`src/pss_pkg.sv`:
```
// Package for the pen stroke splitter: sizes, table depth and controller states.
// No dependencies; every other file of the block imports it.
`timescale 1ns / 1ps
package pss_pkg;

    localparam int COORD_W = 12;
    localparam int CNT_W = 13;
    localparam int DIV_STEPS = 12;
    localparam int DIV_CNT_W = 4;
    localparam int DIVR_W = 7;
    localparam int TANS_W = 6;
    localparam logic [CNT_W-1:0] TABLE_DEPTH = 13'd4096;
    localparam logic [DIVR_W-1:0] SPLIT_LIMIT = 7'd127;

    typedef enum logic [2:0] {
        S_IDLE,
        S_TGO,
        S_TWAIT,
        S_QGO,
        S_QWAIT,
        S_STEP,
        S_ADJ,
        S_EMIT
    } t_state;

endpackage

```
`src/pss_if.sv`:
```
// Handshake channels of the pen stroke splitter: segment input and piece output.
// Depends on pss_pkg for field widths.
`timescale 1ns / 1ps
interface pss_seg_if import pss_pkg::*; ();
    logic               valid;
    logic               ready;
    logic [COORD_W-1:0] start_x;
    logic [COORD_W-1:0] start_y;
    logic [COORD_W-1:0] end_x;
    logic [COORD_W-1:0] end_y;
    logic [3:0]         width_begin;
    logic [3:0]         width_finish;
    logic [7:0]         pen;

    modport source (output valid, start_x, start_y, end_x, end_y, width_begin,
                    width_finish, pen, input ready);
    modport sink (input valid, start_x, start_y, end_x, end_y, width_begin,
                  width_finish, pen, output ready);
endinterface

interface pss_piece_if import pss_pkg::*; ();
    logic               valid;
    logic               ready;
    logic [COORD_W-1:0] slot;
    logic [COORD_W-1:0] piece_x;
    logic [COORD_W-1:0] piece_y;
    logic signed [8:0]  piece_dx;
    logic signed [8:0]  piece_dy;
    logic [3:0]         piece_width_begin;
    logic [3:0]         piece_width_finish;
    logic [7:0]         piece_pen;
    logic               last;

    modport source (output valid, slot, piece_x, piece_y, piece_dx, piece_dy,
                    piece_width_begin, piece_width_finish, piece_pen, last,
                    input ready);
    modport sink (input valid, slot, piece_x, piece_y, piece_dx, piece_dy,
                  piece_width_begin, piece_width_finish, piece_pen, last,
                  output ready);
endinterface

```
`src/pss_div.sv`:
```
// Bit-serial restoring divider: 12-bit unsigned dividend by a 7-bit divisor.
// Depends on pss_pkg; one quotient bit is produced per cycle.
`timescale 1ns / 1ps
module pss_div
    import pss_pkg::*;
(
    input  logic               i_clk,
    input  logic               i_rst_n,
    input  logic               i_start,
    input  logic [COORD_W-1:0] i_dividend,
    input  logic [DIVR_W-1:0]  i_divisor,
    output logic               o_done,
    output logic [COORD_W-1:0] o_quot
);

    logic                 r_busy, n_busy;
    logic [DIV_CNT_W-1:0] r_cnt, n_cnt;
    logic [DIVR_W-1:0]    r_rem, n_rem;
    logic [COORD_W-1:0]   r_quo, n_quo;
    logic [DIVR_W-1:0]    r_dvs, n_dvs;
    logic [DIVR_W:0]      w_trial;

    // One restoring step per cycle; the dividend shifts out as quotient bits shift in.
    // After the last step the quotient is held for one done cycle.
    always_comb begin
        n_busy = r_busy;
        n_cnt = r_cnt;
        n_rem = r_rem;
        n_quo = r_quo;
        n_dvs = r_dvs;
        w_trial = {r_rem, r_quo[COORD_W-1]};
        if (i_start) begin
            n_busy = 1'b1;
            n_cnt = '0;
            n_rem = '0;
            n_quo = i_dividend;
            n_dvs = i_divisor;
        end else if (r_busy) begin
            if (r_cnt == DIV_CNT_W'(DIV_STEPS)) begin
                n_busy = 1'b0;
            end else begin
                if (w_trial >= {1'b0, r_dvs}) begin
                    n_rem = DIVR_W'(w_trial - {1'b0, r_dvs});
                    n_quo = {r_quo[COORD_W-2:0], 1'b1};
                end else begin
                    n_rem = w_trial[DIVR_W-1:0];
                    n_quo = {r_quo[COORD_W-2:0], 1'b0};
                end
                n_cnt = r_cnt + 1'b1;
            end
        end
    end

    always_ff @(posedge i_clk) begin
        if (!i_rst_n) begin
            r_busy <= 1'b0;
            r_cnt <= '0;
        end else begin
            r_busy <= n_busy;
            r_cnt <= n_cnt;
        end
        r_rem <= n_rem;
        r_quo <= n_quo;
        r_dvs <= n_dvs;
    end

    assign o_done = r_busy && (r_cnt == DIV_CNT_W'(DIV_STEPS));
    assign o_quot = r_quo;

endmodule

```
`src/pen_stroke_splitter.sv`:
```
// Pen stroke splitter: top level with the piece sequencer and output register.
// Depends on pss_pkg, the pss_seg_if / pss_piece_if channels and pss_div.
//
// Usage: one segment item enters on i_seg (valid/ready); it leaves as one or
// more piece items on o_piece, each tagged with its table slot, the final one
// with last set. The block works on one segment at a time and raises ready only
// when idle. A short segment (both extents within 127) gives a single piece.
// A long segment first runs the serial dividers twice, once for the piece count
// and once for the x and y steps, then per piece passes a step state, repeats
// width-correction steps until the width fraction is in range (skipped for the
// final piece) and emits it. A segment that finds the table full gives no piece
// and clears the slot counter.
// Reset clears the slot counter, the sequencer and the output valid flag.
// A stalled receiver holds the piece in the output register; the sequencer
// waits for it and nothing is lost.
`timescale 1ns / 1ps
module pen_stroke_splitter
    import pss_pkg::*;
(
    input  logic          i_clk,
    input  logic          i_rst_n,
    pss_seg_if.sink       i_seg,
    pss_piece_if.source   o_piece
);

    t_state r_state, n_state;

    // Segment registers
    logic [COORD_W-1:0] r_sx, r_sy, r_ex, r_ey, r_px, r_py;
    logic [COORD_W-1:0] n_sx, n_sy, n_ex, n_ey, n_px, n_py;
    logic [3:0]         r_w0, r_w1, n_w0, n_w1;
    logic [7:0]         r_pen, n_pen;
    logic [COORD_W-1:0] r_adx, r_ady, n_adx, n_ady;
    logic               r_sgx, r_sgy, n_sgx, n_sgy;
    logic [TANS_W-1:0]  r_tans, n_tans, r_i, n_i;
    logic signed [5:0]  r_wq, r_wqp, n_wq, n_wqp;
    logic signed [6:0]  r_wr, n_wr;
    logic [CNT_W-1:0]   r_wc, n_wc;

    // Output register
    logic               r_ov, n_ov;
    logic [COORD_W-1:0] r_oslot, r_ox, r_oy, n_oslot, n_ox, n_oy;
    logic [8:0]         r_odx, r_ody, n_odx, n_ody;
    logic [3:0]         r_owb, r_owf, n_owb, n_owf;
    logic [7:0]         r_open, n_open;
    logic               r_olast, n_olast;

    // Divider hookup and helpers
    logic               w_dstart;
    logic [COORD_W-1:0] w_ddx, w_ddy;
    logic [DIVR_W-1:0]  w_dvs;
    logic               w_donex, w_doney;
    logic [COORD_W-1:0] w_quox, w_quoy;
    logic               w_accept, w_free, w_final, w_full;
    logic [COORD_W:0]   w_dx, w_dy, w_qx, w_qy;
    logic [COORD_W-1:0] w_max;
    logic               w_short;

    pss_div u_divx (
        .i_clk      (i_clk),
        .i_rst_n    (i_rst_n),
        .i_start    (w_dstart),
        .i_dividend (w_ddx),
        .i_divisor  (w_dvs),
        .o_done     (w_donex),
        .o_quot     (w_quox)
    );

    pss_div u_divy (
        .i_clk      (i_clk),
        .i_rst_n    (i_rst_n),
        .i_start    (w_dstart),
        .i_dividend (w_ddy),
        .i_divisor  (w_dvs),
        .o_done     (w_doney),
        .o_quot     (w_quoy)
    );

    // Entry differences and split test
    assign w_accept = i_seg.valid && i_seg.ready;
    assign w_dx = {1'b0, i_seg.end_x} - {1'b0, i_seg.start_x};
    assign w_dy = {1'b0, i_seg.end_y} - {1'b0, i_seg.start_y};
    assign w_short = (r_adx <= COORD_W'(SPLIT_LIMIT)) && (r_ady <= COORD_W'(SPLIT_LIMIT));
    assign w_max = (n_adx > n_ady) ? n_adx : n_ady;

    // Signed steps from the divider magnitudes
    assign w_qx = r_sgx ? -{1'b0, w_quox} : {1'b0, w_quox};
    assign w_qy = r_sgy ? -{1'b0, w_quoy} : {1'b0, w_quoy};

    assign w_free = !r_ov || o_piece.ready;
    assign w_final = (r_i == r_tans - 1'b1);
    assign w_full = (r_wc + 1'b1) >= TABLE_DEPTH;

    // Next state
    always_comb begin
        n_state = r_state;
        case (r_state)
            S_IDLE: begin
                if (w_accept && r_wc < TABLE_DEPTH) begin
                    n_state = S_TGO;
                end
            end
            S_TGO: begin
                n_state = w_short ? S_STEP : S_TWAIT;
            end
            S_TWAIT: begin
                if (w_donex) begin
                    n_state = S_QGO;
                end
            end
            S_QGO: begin
                n_state = S_QWAIT;
            end
            S_QWAIT: begin
                if (w_donex && w_doney) begin
                    n_state = S_STEP;
                end
            end
            S_STEP: begin
                n_state = w_final ? S_EMIT : S_ADJ;
            end
            S_ADJ: begin
                if (r_wr >= 0 && r_wr < $signed({1'b0, r_tans})) begin
                    n_state = S_EMIT;
                end
            end
            S_EMIT: begin
                if (w_free) begin
                    n_state = (w_final || w_full) ? S_IDLE : S_STEP;
                end
            end
            default: n_state = S_IDLE;
        endcase
    end

    // Handshake and divider control
    always_comb begin
        i_seg.ready = 1'b0;
        w_dstart = 1'b0;
        w_ddx = r_adx;
        w_ddy = r_ady;
        w_dvs = DIVR_W'(r_tans);
        case (r_state)
            S_IDLE: i_seg.ready = 1'b1;
            S_TGO: begin
                w_dstart = !w_short;
                w_ddx = (r_adx > r_ady) ? r_adx : r_ady;
                w_dvs = SPLIT_LIMIT;
            end
            S_QGO: w_dstart = 1'b1;
            default: ;
        endcase
    end

    // Datapath
    always_comb begin
        n_sx = r_sx; n_sy = r_sy; n_ex = r_ex; n_ey = r_ey;
        n_px = r_px; n_py = r_py; n_w0 = r_w0; n_w1 = r_w1; n_pen = r_pen;
        n_adx = r_adx; n_ady = r_ady; n_sgx = r_sgx; n_sgy = r_sgy;
        n_tans = r_tans; n_i = r_i; n_wq = r_wq; n_wqp = r_wqp; n_wr = r_wr;
        n_wc = r_wc;
        n_ov = r_ov && !o_piece.ready;
        n_oslot = r_oslot; n_ox = r_ox; n_oy = r_oy; n_odx = r_odx; n_ody = r_ody;
        n_owb = r_owb; n_owf = r_owf; n_open = r_open; n_olast = r_olast;
        case (r_state)
            S_IDLE: begin
                if (w_accept) begin
                    if (r_wc >= TABLE_DEPTH) begin
                        n_wc = '0;
                    end
                    n_sx = i_seg.start_x; n_sy = i_seg.start_y;
                    n_ex = i_seg.end_x; n_ey = i_seg.end_y;
                    n_px = i_seg.start_x; n_py = i_seg.start_y;
                    n_w0 = i_seg.width_begin; n_w1 = i_seg.width_finish;
                    n_pen = i_seg.pen;
                    n_sgx = w_dx[COORD_W];
                    n_sgy = w_dy[COORD_W];
                    n_adx = w_dx[COORD_W] ? COORD_W'(-w_dx) : w_dx[COORD_W-1:0];
                    n_ady = w_dy[COORD_W] ? COORD_W'(-w_dy) : w_dy[COORD_W-1:0];
                    n_tans = TANS_W'(1);
                    n_i = '0; n_wq = '0; n_wqp = '0; n_wr = '0;
                end
            end
            S_TWAIT: begin
                // The piece count is ready before the step division starts.
                if (w_donex) begin
                    n_tans = TANS_W'(w_quox + 1'b1);
                end
            end
            S_STEP: begin
                n_wr = r_wr + 7'($signed({1'b0, r_w1}) - $signed({1'b0, r_w0}));
            end
            S_ADJ: begin
                // One floor correction of the width fraction per cycle.
                if (r_wr >= $signed({1'b0, r_tans})) begin
                    n_wr = r_wr - $signed({1'b0, r_tans});
                    n_wq = r_wq + 6'sd1;
                end else if (r_wr < 0) begin
                    n_wr = r_wr + $signed({1'b0, r_tans});
                    n_wq = r_wq - 6'sd1;
                end
            end
            S_EMIT: begin
                if (w_free) begin
                    n_ov = 1'b1;
                    n_oslot = r_wc[COORD_W-1:0];
                    n_ox = r_px;
                    n_oy = r_py;
                    n_odx = w_final ? 9'(r_ex - r_px) : w_qx[8:0];
                    n_ody = w_final ? 9'(r_ey - r_py) : w_qy[8:0];
                    n_owb = 4'(6'($signed({2'b0, r_w0}) + r_wqp));
                    n_owf = w_final ? r_w1 : 4'(6'($signed({2'b0, r_w0}) + r_wq));
                    n_open = r_pen;
                    n_olast = w_final || w_full;
                    n_wc = r_wc + 1'b1;
                    n_px = r_px + w_qx[COORD_W-1:0];
                    n_py = r_py + w_qy[COORD_W-1:0];
                    n_wqp = r_wq;
                    n_i = r_i + 1'b1;
                end
            end
            default: ;
        endcase
    end

    always_ff @(posedge i_clk) begin
        if (!i_rst_n) begin
            r_state <= S_IDLE;
            r_wc <= '0;
            r_ov <= 1'b0;
        end else begin
            r_state <= n_state;
            r_wc <= n_wc;
            r_ov <= n_ov;
        end
        r_sx <= n_sx; r_sy <= n_sy; r_ex <= n_ex; r_ey <= n_ey;
        r_px <= n_px; r_py <= n_py; r_w0 <= n_w0; r_w1 <= n_w1; r_pen <= n_pen;
        r_adx <= n_adx; r_ady <= n_ady; r_sgx <= n_sgx; r_sgy <= n_sgy;
        r_tans <= n_tans; r_i <= n_i; r_wq <= n_wq; r_wqp <= n_wqp; r_wr <= n_wr;
        r_oslot <= n_oslot; r_ox <= n_ox; r_oy <= n_oy; r_odx <= n_odx;
        r_ody <= n_ody; r_owb <= n_owb; r_owf <= n_owf; r_open <= n_open;
        r_olast <= n_olast;
    end

    // Output channel
    assign o_piece.valid = r_ov;
    assign o_piece.slot = r_oslot;
    assign o_piece.piece_x = r_ox;
    assign o_piece.piece_y = r_oy;
    assign o_piece.piece_dx = r_odx;
    assign o_piece.piece_dy = r_ody;
    assign o_piece.piece_width_begin = r_owb;
    assign o_piece.piece_width_finish = r_owf;
    assign o_piece.piece_pen = r_open;
    assign o_piece.last = r_olast;

    // The start point, w_max and w_doney are unused and only folded into w_unused.
    logic w_unused;
    assign w_unused = ^{r_sx, r_sy, w_max, w_doney};

endmodule

```
`src/flat_wrapper.sv`:
```
// flat-port wrapper written by rule: the top's interface ports become plain ports
module pen_stroke_splitter_flat import pss_pkg::*;
  (i_clk, i_rst_n, i_seg_valid, i_seg_start_x, i_seg_start_y, i_seg_end_x, i_seg_end_y, i_seg_width_begin, i_seg_width_finish, i_seg_pen, i_seg_ready, o_piece_valid, o_piece_slot, o_piece_piece_x, o_piece_piece_y, o_piece_piece_dx, o_piece_piece_dy, o_piece_piece_width_begin, o_piece_piece_width_finish, o_piece_piece_pen, o_piece_last, o_piece_ready);
  pss_seg_if i_seg_i ();
  pss_piece_if o_piece_i ();
  input  logic i_clk;
  input  logic i_rst_n;
  input wire logic [$bits(i_seg_i.valid)-1:0] i_seg_valid;
  input wire logic [$bits(i_seg_i.start_x)-1:0] i_seg_start_x;
  input wire logic [$bits(i_seg_i.start_y)-1:0] i_seg_start_y;
  input wire logic [$bits(i_seg_i.end_x)-1:0] i_seg_end_x;
  input wire logic [$bits(i_seg_i.end_y)-1:0] i_seg_end_y;
  input wire logic [$bits(i_seg_i.width_begin)-1:0] i_seg_width_begin;
  input wire logic [$bits(i_seg_i.width_finish)-1:0] i_seg_width_finish;
  input wire logic [$bits(i_seg_i.pen)-1:0] i_seg_pen;
  output wire logic [$bits(i_seg_i.ready)-1:0] i_seg_ready;
  output wire logic [$bits(o_piece_i.valid)-1:0] o_piece_valid;
  output wire logic [$bits(o_piece_i.slot)-1:0] o_piece_slot;
  output wire logic [$bits(o_piece_i.piece_x)-1:0] o_piece_piece_x;
  output wire logic [$bits(o_piece_i.piece_y)-1:0] o_piece_piece_y;
  output wire logic [$bits(o_piece_i.piece_dx)-1:0] o_piece_piece_dx;
  output wire logic [$bits(o_piece_i.piece_dy)-1:0] o_piece_piece_dy;
  output wire logic [$bits(o_piece_i.piece_width_begin)-1:0] o_piece_piece_width_begin;
  output wire logic [$bits(o_piece_i.piece_width_finish)-1:0] o_piece_piece_width_finish;
  output wire logic [$bits(o_piece_i.piece_pen)-1:0] o_piece_piece_pen;
  output wire logic [$bits(o_piece_i.last)-1:0] o_piece_last;
  input wire logic [$bits(o_piece_i.ready)-1:0] o_piece_ready;
  assign i_seg_i.valid = i_seg_valid;
  assign i_seg_i.start_x = i_seg_start_x;
  assign i_seg_i.start_y = i_seg_start_y;
  assign i_seg_i.end_x = i_seg_end_x;
  assign i_seg_i.end_y = i_seg_end_y;
  assign i_seg_i.width_begin = i_seg_width_begin;
  assign i_seg_i.width_finish = i_seg_width_finish;
  assign i_seg_i.pen = i_seg_pen;
  assign i_seg_ready = i_seg_i.ready;
  assign o_piece_valid = o_piece_i.valid;
  assign o_piece_slot = o_piece_i.slot;
  assign o_piece_piece_x = o_piece_i.piece_x;
  assign o_piece_piece_y = o_piece_i.piece_y;
  assign o_piece_piece_dx = o_piece_i.piece_dx;
  assign o_piece_piece_dy = o_piece_i.piece_dy;
  assign o_piece_piece_width_begin = o_piece_i.piece_width_begin;
  assign o_piece_piece_width_finish = o_piece_i.piece_width_finish;
  assign o_piece_piece_pen = o_piece_i.piece_pen;
  assign o_piece_last = o_piece_i.last;
  assign o_piece_i.ready = o_piece_ready;
  pen_stroke_splitter u_core (.i_clk(i_clk), .i_rst_n(i_rst_n), .i_seg(i_seg_i), .o_piece(o_piece_i));
endmodule
```
`config.mk`:
```
export PLATFORM = sky130hd
export DESIGN_NAME = pen_stroke_splitter_flat
export DESIGN_NICKNAME = d
export VERILOG_FILES = /design/src/pss_pkg.sv /design/src/pss_if.sv /design/src/pss_div.sv /design/src/pen_stroke_splitter.sv /design/src/flat_wrapper.sv
export SDC_FILE = /design/constraint.sdc
export NUM_CORES = 1
export LEC_CHECK = 0
export ABC_CLOCK_PERIOD_IN_PS = 10800
export BUFFER_PORTS_ARGS = -buffer_cell sky130_fd_sc_hd__buf_2
export CORE_AREA = 4 4 201 203
export CTS_CLUSTER_SIZE = 28
export DETAILED_ROUTE_END_ITERATION = 7
export DIE_AREA = 0 0 205 207
export HOLD_SLACK_MARGIN = 0.03
export MAX_ROUTING_LAYER = met4
export PLACE_DENSITY = 0.68
export SLEW_MARGIN = 10
export SYNTH_ARGS = -nofsm -noshare
export SYNTH_HDL_FRONTEND = slang
export SYNTH_SLANG_ARGS = --single-unit
```
`constraint.sdc`:
```
create_clock -name i_clk -period 10.8 [get_ports i_clk]
set_input_delay 0.54 -clock i_clk [delete_from_list [all_inputs] [get_ports i_clk]]
set_output_delay 0.54 -clock i_clk [all_outputs]
set_load 0.02 [all_outputs]
```
==> metrics.csv, run 1 <==
stage;metric;value;unit
outcome;status;completed;
die;die_h;207;um
detailed_routing;routedWlPerCell;17.0;um
sta;tightest_slew;0.877;ns
grt;grt_pass1_vias;11100;
power_and_ir_drop;ir_drop;0.127;mV
layout;final_area;17500;um^2
die;pin_count;141;
worst_setup_path;cp_max_fo;12;
cts;hold_buffers;0;
place;dp_hpwl;27.0;mm
layout;drive_gt1_frac;0.138;
synth;ys_types;67;
grt;antenna_found_initial;0;
sta;fmax;248;MHz
grt;grt_overflow;0;
layout;diodes;0;
die;start_util;0.396;
sta;maxSlewHeadroom;0.411;
cts;clkTransAtPathRegs;0.06;ns
worst_setup_path;critPathKind;register to register;
detailed_routing;finalWirelength;36.3;mm
detailed_routing;ant_nets;0;
synth;ys_dominant_reg_cell;edfxtp_1;
synth;syn-cell-area;15200;um^2
layout;regArea;7220;um^2
place;place_area;16500;um^2
layout;final_cells;2135;
detailed_routing;drtIter0Drc;655;
cts;tritoncts;done;
place;place.gp.congestion;0.907;
detailed_routing;vias;11000;
synth;yosys_warnings;0;
cts;h-tree-depth;1;
cts;cts.sinks;254;
synth;yosysTopAreaCell;edfxtp_1;
run;cap_violations;0;
synth;seq_area_frac_synth;0.474;
synth;synth_area_leaders;edfxtp_1, ha_1, dfxtp_1, xnor2_1, inv_1;
synth;ys_ff_latch;254;
sta;drv_slew;0;
synth;syn_nets;1665;
power_and_ir_drop;p_leak;0.00725;uW
layout;nets;1807;
worst_setup_path;worstPathRequired;11.10;ns
detailed_routing;drc;0;
cts;cts_max_path_buffers;3;
synth;synth-edff-count;213;
cts;cts_setup_buffers;0;
die;core_region_area;38500;um^2
cts;post_cts_resized;0;
detailed_routing;firstDrtPassIters;4;
place;portBuffers;140;
worst_setup_path;crit_arrival;4.33;ns
synth;postSynthCellCount;1451;
die;core.rowCount;72;
synth;synth_top_area_share;0.420;
synth;async_flop_share;0;
synth;synth.avg_cell_area;10.5;um^2
die;die-area;42400;um^2
detailed_routing;via_per_inst;5.14;
grt;grt_max_degree;55;
layout;nFillCells;3583;
sta;grt_setup_unrepaired;no;
worst_setup_path;start_kind;register;
power_and_ir_drop;power_density;215;nW/um^2
place;dp.cells;2078;
sta;fin_hold_ws;0.139;ns
worst_setup_path;cp-end-kind;register;
sta;post-route-period-util;0.373;
sta;fin_skew;0.0158;ns
sta;post-route-min-period;4.03;ns
sta;setup_viol;0;
cts;cts_made_buffers;31;
cts;cts-root-buf;clkbuf_16;
die;dieWidth;205;um
sta;hold_viol;0;
layout;multi_input_area;7310;um^2
grt;grtUsageTotal;0.173;
power_and_ir_drop;total_power;3780;uW
layout;syn2layout_area_growth;15.3;%
min_path;worstHoldPathType;primary input to register;
grt;grt_pass1_wl;58.3;mm
cts;clock_latency;0.58;ns
sta;setup_tns;0;ns
cell usage after synthesis, types with 6 or more instances:
cell,number
or2_2,10
edfxtp_1,213
nor4_1,9
or3_1,12
nand3_1,27
nor3_1,17
o21bai_1,8
nand4_1,15
a21oi_1,69
mux2i_1,25
mux2_2,6
and3_1,9
nor2_1,107
and2_1,11
dfxtp_1,41
nand2b_1,19
nor3b_1,8
xnor2_1,88
nand2_1,112
xor2_1,48
inv_1,148
a211oi_1,17
ha_1,131
o21a_1,20
a21boi_0,7
nor2b_1,19
o21ai_0,96
fa_1,15
clkbuf_1,32
o31ai_1,9
a21o_1,30
layout by cell type (no fill, tap or decap), types with 12 or more instances in the layout:
cell type / n
nand2_1: 112
fa_1: 15
nor2_1: 107
a21o_1: 30
nand4_1: 15
o21ai_0: 96
a21oi_1: 68
a211oi_1: 17
ha_1: 131
mux2i_1: 25
dfxtp_1: 41
nand2b_1: 19
nor2b_1: 19
xor2_1: 48
clkbuf_16: 31
nor3_1: 17
o21a_1: 20
edfxtp_1: 213
xnor2_1: 88
buf_2: 140
nand3_1: 26
inv_1: 146
or3_1: 12
where the power goes:
part / internal [uW] / switching, uW / leakage, uW / total [uW]
Sequential: 1260 / 137 / 0.00236 / 1390
Combinational: 566 / 738 / 0.00439 / 1300
Clock: 660 / 417 / 0.000509 / 1080
Total: 2480 / 1290 / 0.00725 / 3780
cell families (layout without fill, tap and decap cells):
group                      Yosys count  after routing  synth area share
AOI/OAI and AO/OA                  304            304             0.127
buffers and inverters              188            354            0.0467
and+or+nand+nor                    391            391             0.124
adders and majority gates          146            146             0.127
DFF                                254            254             0.474
muxes                               31             31            0.0209
xor gates and xnor gates           137            137            0.0794
critical path: stages, from the launching register on:
cell      delay, ns
edfxtp_1       0.49
inv_1          0.18
ha_1           0.28
a21oi_1        0.19
o21bai_1       0.10
a21o_1         0.20
a21o_1         0.18
a211oi_1       0.23
ha_1           0.26
or2_2          0.37
inv_1          0.32
ha_1           0.30
a21o_1         0.15
a21oi_1        0.17
xnor2_1        0.15
xnor2_1        0.14
nor2_1         0.05
metal layers:
layer / vias to the layer above / GRT usage / routed length (um) / part of all wire
met1: 5225 / 0.231 / 16900 / 0.46
met2: 258 / 0.277 / 16800 / 0.46
met4: 0 / 0.0529 / 989 / 0.027
met5: - / - / 0 / 0
li1: 5424 / - / - / -
met3: 64 / 0.0233 / 1700 / 0.047
per-stage QoR:
stage | setup WS (ns) | utilization
5_1_grt | 6.51 | 0.456
2_1_floorplan | 6.90 | -
6_report | 6.77 | 0.456
4_1_cts | 6.79 | 0.456
3_5_place_dp | 6.80 | 0.429
3_3_place_gp | 6.88 | 0.429
flip-flops by register name (all words and copies together), names as in the netlist, 6 cells and up:
register                  flops
u_core.u_divy.r_rem           7
u_core.r_ey                   9
u_core.r_ex                   9
u_core.r_py                  12
u_core.u_divx.r_rem           7
u_core.r_ady                 12
u_core.o_piece.piece_y       12
u_core.r_adx                 12
u_core.u_divx.o_quot         12
u_core.o_piece.slot          12
u_core.o_piece.piece_dy       9
u_core.o_piece.piece_dx       9
u_core.u_divy.o_quot         12
u_core.r_pen                  8
u_core.r_i                    6
u_core.o_piece.piece_x       12
u_core.r_wc                  13
u_core.r_px                  12
u_core.r_tans                 6
u_core.u_divx.r_dvs           7
u_core.o_piece.piece_pen      8
u_core.r_wr                   7
cell type report:
cell class / count / share of cell area
Multi-Input combinational cell: 1009 / 0.416
Clock inverter: 17 / 0.0130
Inverter: 150 / 0.0322
Sequential cell: 254 / 0.411
Clock buffer: 40 / 0.0473
Timing Repair Buffer: 147 / 0.0429
Tap cell: 518 / 0.0369
final timing paths:
kind	startpoint	slack [ns]	depth (start not counted)	to
max	u_core.r_tans[1]$_SDFFCE_PN0P_	6.77	16	u_core.r_wq[3]$_SDFFCE_PP0P_
min reg2reg	u_core.r_pen[6]$_DFFE_PP_	0.42	0	u_core.o_piece.piece_pen[6]$_DFFE_PP_
max reg2reg	u_core.r_tans[1]$_SDFFCE_PN0P_	6.77	16	u_core.r_wq[3]$_SDFFCE_PP0P_
min	i_seg_width_begin[1]	0.14	1	u_core.r_w0[1]$_DFFE_PP_
Power figures use the tool's default switching activity.
==> run 2: changes to the inputs <==
Settings changed: ABC_AREA from default to 1, ABC_CLOCK_PERIOD_IN_PS 10800 to 3900, CORE_AREA 4 4 201 203 to 4 4 207 209, DIE_AREA 0 0 205 207 to 0 0 211 213.
Clock period 10.8 ns to 3.9 ns, I/O delays scaled along.
==> run 2 against run 1 <==
Effect of this change: hold slack got worse by 0.092 ns; critical path depth increased by 1; critical endpoint unchanged; first-iteration DRC count increased by 36%.
==> metrics.csv, run 2 <==
stage;metric;value;unit;change
cts;post_cts_resized;0;;unchanged
worst_setup_path;cpPeakStageDelay;0.44;ns;-0.05 ns
place;place.gp.congestion;0.902;;-0.49%
layout;final_area;19000;um^2;+8.2%
synth;synth_xor_area_frac;0.0482;;-0.0312
synth;seq_area_frac_synth;0.446;;-0.0283
layout;final_cell_mix;nand2_1, inv_1, edfxtp_1, nand3_1, buf_2;;
die;core_region_area;40800;um^2;+6.1%
grt;grt_max_degree;52;;-5.5%
layout;nets;2302;;+27%
worst_setup_path;cp_max_fo;7;;-5
sta;post-route-min-period;3.22;ns;-0.806 ns
synth;muxShareOfSynthArea;0;;-0.0209
layout;mostFrequentLayoutCell;nand2_1;;
synth;yosys-top-cells-count;nand2_1, inv_1, edfxtp_1;;
power_and_ir_drop;power_density;726;nW/um^2;+240%
die;die_h;213;um;+2.9%
sta;hold_viol;0;;unchanged
synth;postSynthCellCount;1880;;+30%
sta;fin_hold_ws;0.0477;ns;-0.0917 ns
detailed_routing;routedWlPerCell;15.7;um;-7.5%
synth;synth_top_area_share;0.395;;-0.0251
synth;ys_dominant_reg_cell;edfxtp_1;;
cts;cts_setup_buffers;0;;unchanged
synth;synthAdderAreaFrac;0.120;;-0.00762
synth;synth-edff-count;213;;unchanged
worst_setup_path;critical_path.cell_chain;inv_1, ha_1, nand3_1, nand2_1, a21oi_1, o21bai_1, a211oi_1, ha_1, inv_1, nand2_1, inv_2, ha_1, a21oi_1, nand2_1, xor2_1, a21oi_1, o21a_1;;
run;cap_violations;0;;unchanged
die;pin_count;141;;unchanged
detailed_routing;drtIter0Drc;891;;+36%
grt;grtUsageTotal;0.187;;+0.0142
power_and_ir_drop;ir_drop;0.339;mV;+170%
synth;synth_compound_area_frac;0.0912;;-0.0357
sta;setup_ws;0.680;ns;-6.09 ns
place;place_area;17500;um^2;+6.1%
synth;synth_area_leaders;edfxtp_1, nand2_1, ha_1, inv_1, dfxtp_1;;
synth;synth.avg_cell_area;8.61;um^2;-18%
worst_setup_path;start_kind;register;;
layout;diodes;0;;unchanged
detailed_routing;drc;0;;unchanged
min_path;worstHoldPathType;primary input to register;;
cts;clkTransAtPathRegs;0.06;ns;about the same
synth;syn-cell-area;16200;um^2;+6.4%
die;dieWidth;211;um;+2.9%
synth;yosysTopAreaCell;edfxtp_1;;
layout;largest_reg_flops;13;;unchanged
synth;yosys.area_share.simple;0.219;;+0.0947
layout;regMostFlops;u_core.r_wc;;
detailed_routing;firstDrtPassIters;5;;+1
detailed_routing;via_per_inst;5.03;;-2.1%
cts;tritoncts;done;;
place;portBuffers;140;;unchanged
synth;yosysMostFrequentCell;nand2_1;;
die;die-area;44900;um^2;+5.9%
worst_setup_path;worst-path-buf-inv;3;;+1
grt;grt_overflow;0;;unchanged
sta;grt_setup_unrepaired;no;;
cts;cts_max_path_buffers;3;;unchanged
sta;drv_slew;0;;unchanged
cts;cts-root-buf;clkbuf_16;;
cts;clock_latency;0.57;ns;about the same
layout;syn2layout_area_growth;17.3;%;
layout;final_cells;2644;;+24%
sta;maxSlewHeadroom;0.478;;+0.0663
worst_setup_path;critical_path.top_delay_family;adder cells;;
outcome;status;completed;;
die;core.rowCount;74;;+2.8%
place;pre_cts_ws;0.714;ns;-6.09 ns
synth;syn_nets;2094;;+26%
synth;async_flop_share;0;;unchanged
sta;post-route-period-util;0.826;;+0.453
layout;drive_gt1_frac;0.112;;-0.0257
grt;antenna_found_initial;0;;unchanged
sta;tightest_slew;0.777;ns;-0.101 ns
synth;synth_top_family_by_area;simple AND/OR/NAND/NOR gates;;
worst_setup_path;cp-end-kind;register;;
power_and_ir_drop;p_leak;0.00864;uW;+19%
grt;grt_pass1_vias;13100;;+18%
cts;cts_made_buffers;30;;-3.2%
sta;setup_viol;0;;unchanged
worst_setup_path;cp_slowest_cell;edfxtp_1;;
worst_setup_path;worstPathRequired;4.22;ns;-6.88 ns
worst_setup_path;reg2reg_slack;0.68;ns;-6.09 ns
detailed_routing;vias;13300;;+21%
sta;fmax;311;MHz;+25%
cts;h-tree-depth;1;;unchanged
detailed_routing;ant_nets;0;;unchanged
synth;yosys_warnings;0;;unchanged
synth;ys_ff_latch;254;;unchanged
cts;cts.sinks;254;;unchanged
synth;ys_types;55;;-18%
place;dp_hpwl;31.6;mm;+17%
place;dp.cells;2535;;+22%
sta;setup_tns;0;ns;unchanged
die;start_util;0.396;;+0.000778
worst_setup_path;critPathKind;register to register;;
sta;fin_skew;0.0173;ns;+0.00150 ns
grt;grt_pass1_wl;66.3;mm;+14%
detailed_routing;finalWirelength;41.6;mm;+15%
worst_setup_path;crit_arrival;3.54;ns;-0.79 ns
-- run 2: cell count changes after synthesis, sizes merged, moves of 25 or more --
cell	delta
nand2	+343
inv	+141
nand3	+123
xnor2	-55
a21oi	+26
nor2	+26
a21o	-25
mux2i	-25
-- run 2: stage by stage --
step | util | total power [uW]
after floorplan | - | 9290
after global placement | 0.428 | 10800
after detailed placement | 0.428 | 11000
after CTS | 0.465 | 13800
after global routing | 0.465 | 14900
final | 0.465 | 13800
-- run 2: path summary, 6_finish.rpt --
check,startpoint,to,depth (start not counted)
setup / recovery,u_core.r_tans[1]$_SDFFCE_PN0P_,u_core.r_wq[3]$_SDFFCE_PP0P_,17
hold / removal,o_piece_ready,u_core.o_piece.valid$_SDFF_PN0_,4
setup reg to reg,u_core.r_tans[1]$_SDFFCE_PN0P_,u_core.r_wq[3]$_SDFFCE_PP0P_,17
hold reg to reg,u_core.r_pen[5]$_DFFE_PP_,u_core.o_piece.piece_pen[5]$_DFFE_PP_,0
-- run 2: cell families after synthesis --
family / Yosys count
AO/OA/AOI/OAI: 267
XOR/XNOR: 89
adder cells (fa/ha/maj): 146
buffers and inverters: 316
flip-flops: 254
AND/OR/NAND/NOR: 808
-- run 2: power breakdown --
| part | internal, uW | leakage, uW | switching (uW) |
|---|---|---|---|
| Sequential | 3910 | 0.00233 | 499 |
| Combinational | 2340 | 0.00585 | 4280 |
| Clock | 1610 | 0.000457 | 1140 |
-- run 2: metal layers --
metal,GRT usage,vias to the layer above,wire length [um]
li1,-,6705,-
met1,0.241,6154,18400
met2,0.310,362,19400
met3,0.0285,75,2500
met4,0.0543,0,1310
met5,-,-,0
-- run 2: worst min-delay path, stage by stage --
cell and delay [ns]:
buf_2 0.07, inv_1 0.03, nand2_1 0.16, a21oi_1 0.10
-- run 2: layout make-up --
class / count / area, um^2
fillers: 3870 / 21800
clock buffers: 36 / 773
multi-input cells: 1310 / 7740
inverters: 290 / 1090
clock inverters: 20 / 191
flip-flops and latches: 254 / 7220
repair buffers: 202 / 1310
well taps: 532 / 666
-- run 2: timing repair --
| item | 4_1_cts | 5_1_grt |
|---|---|---|
| hold buffers | 53 | 0 |
| endpoints found under the setup margin | 0 | 0 |
| endpoints found under the hold margin | 63 | 0 |
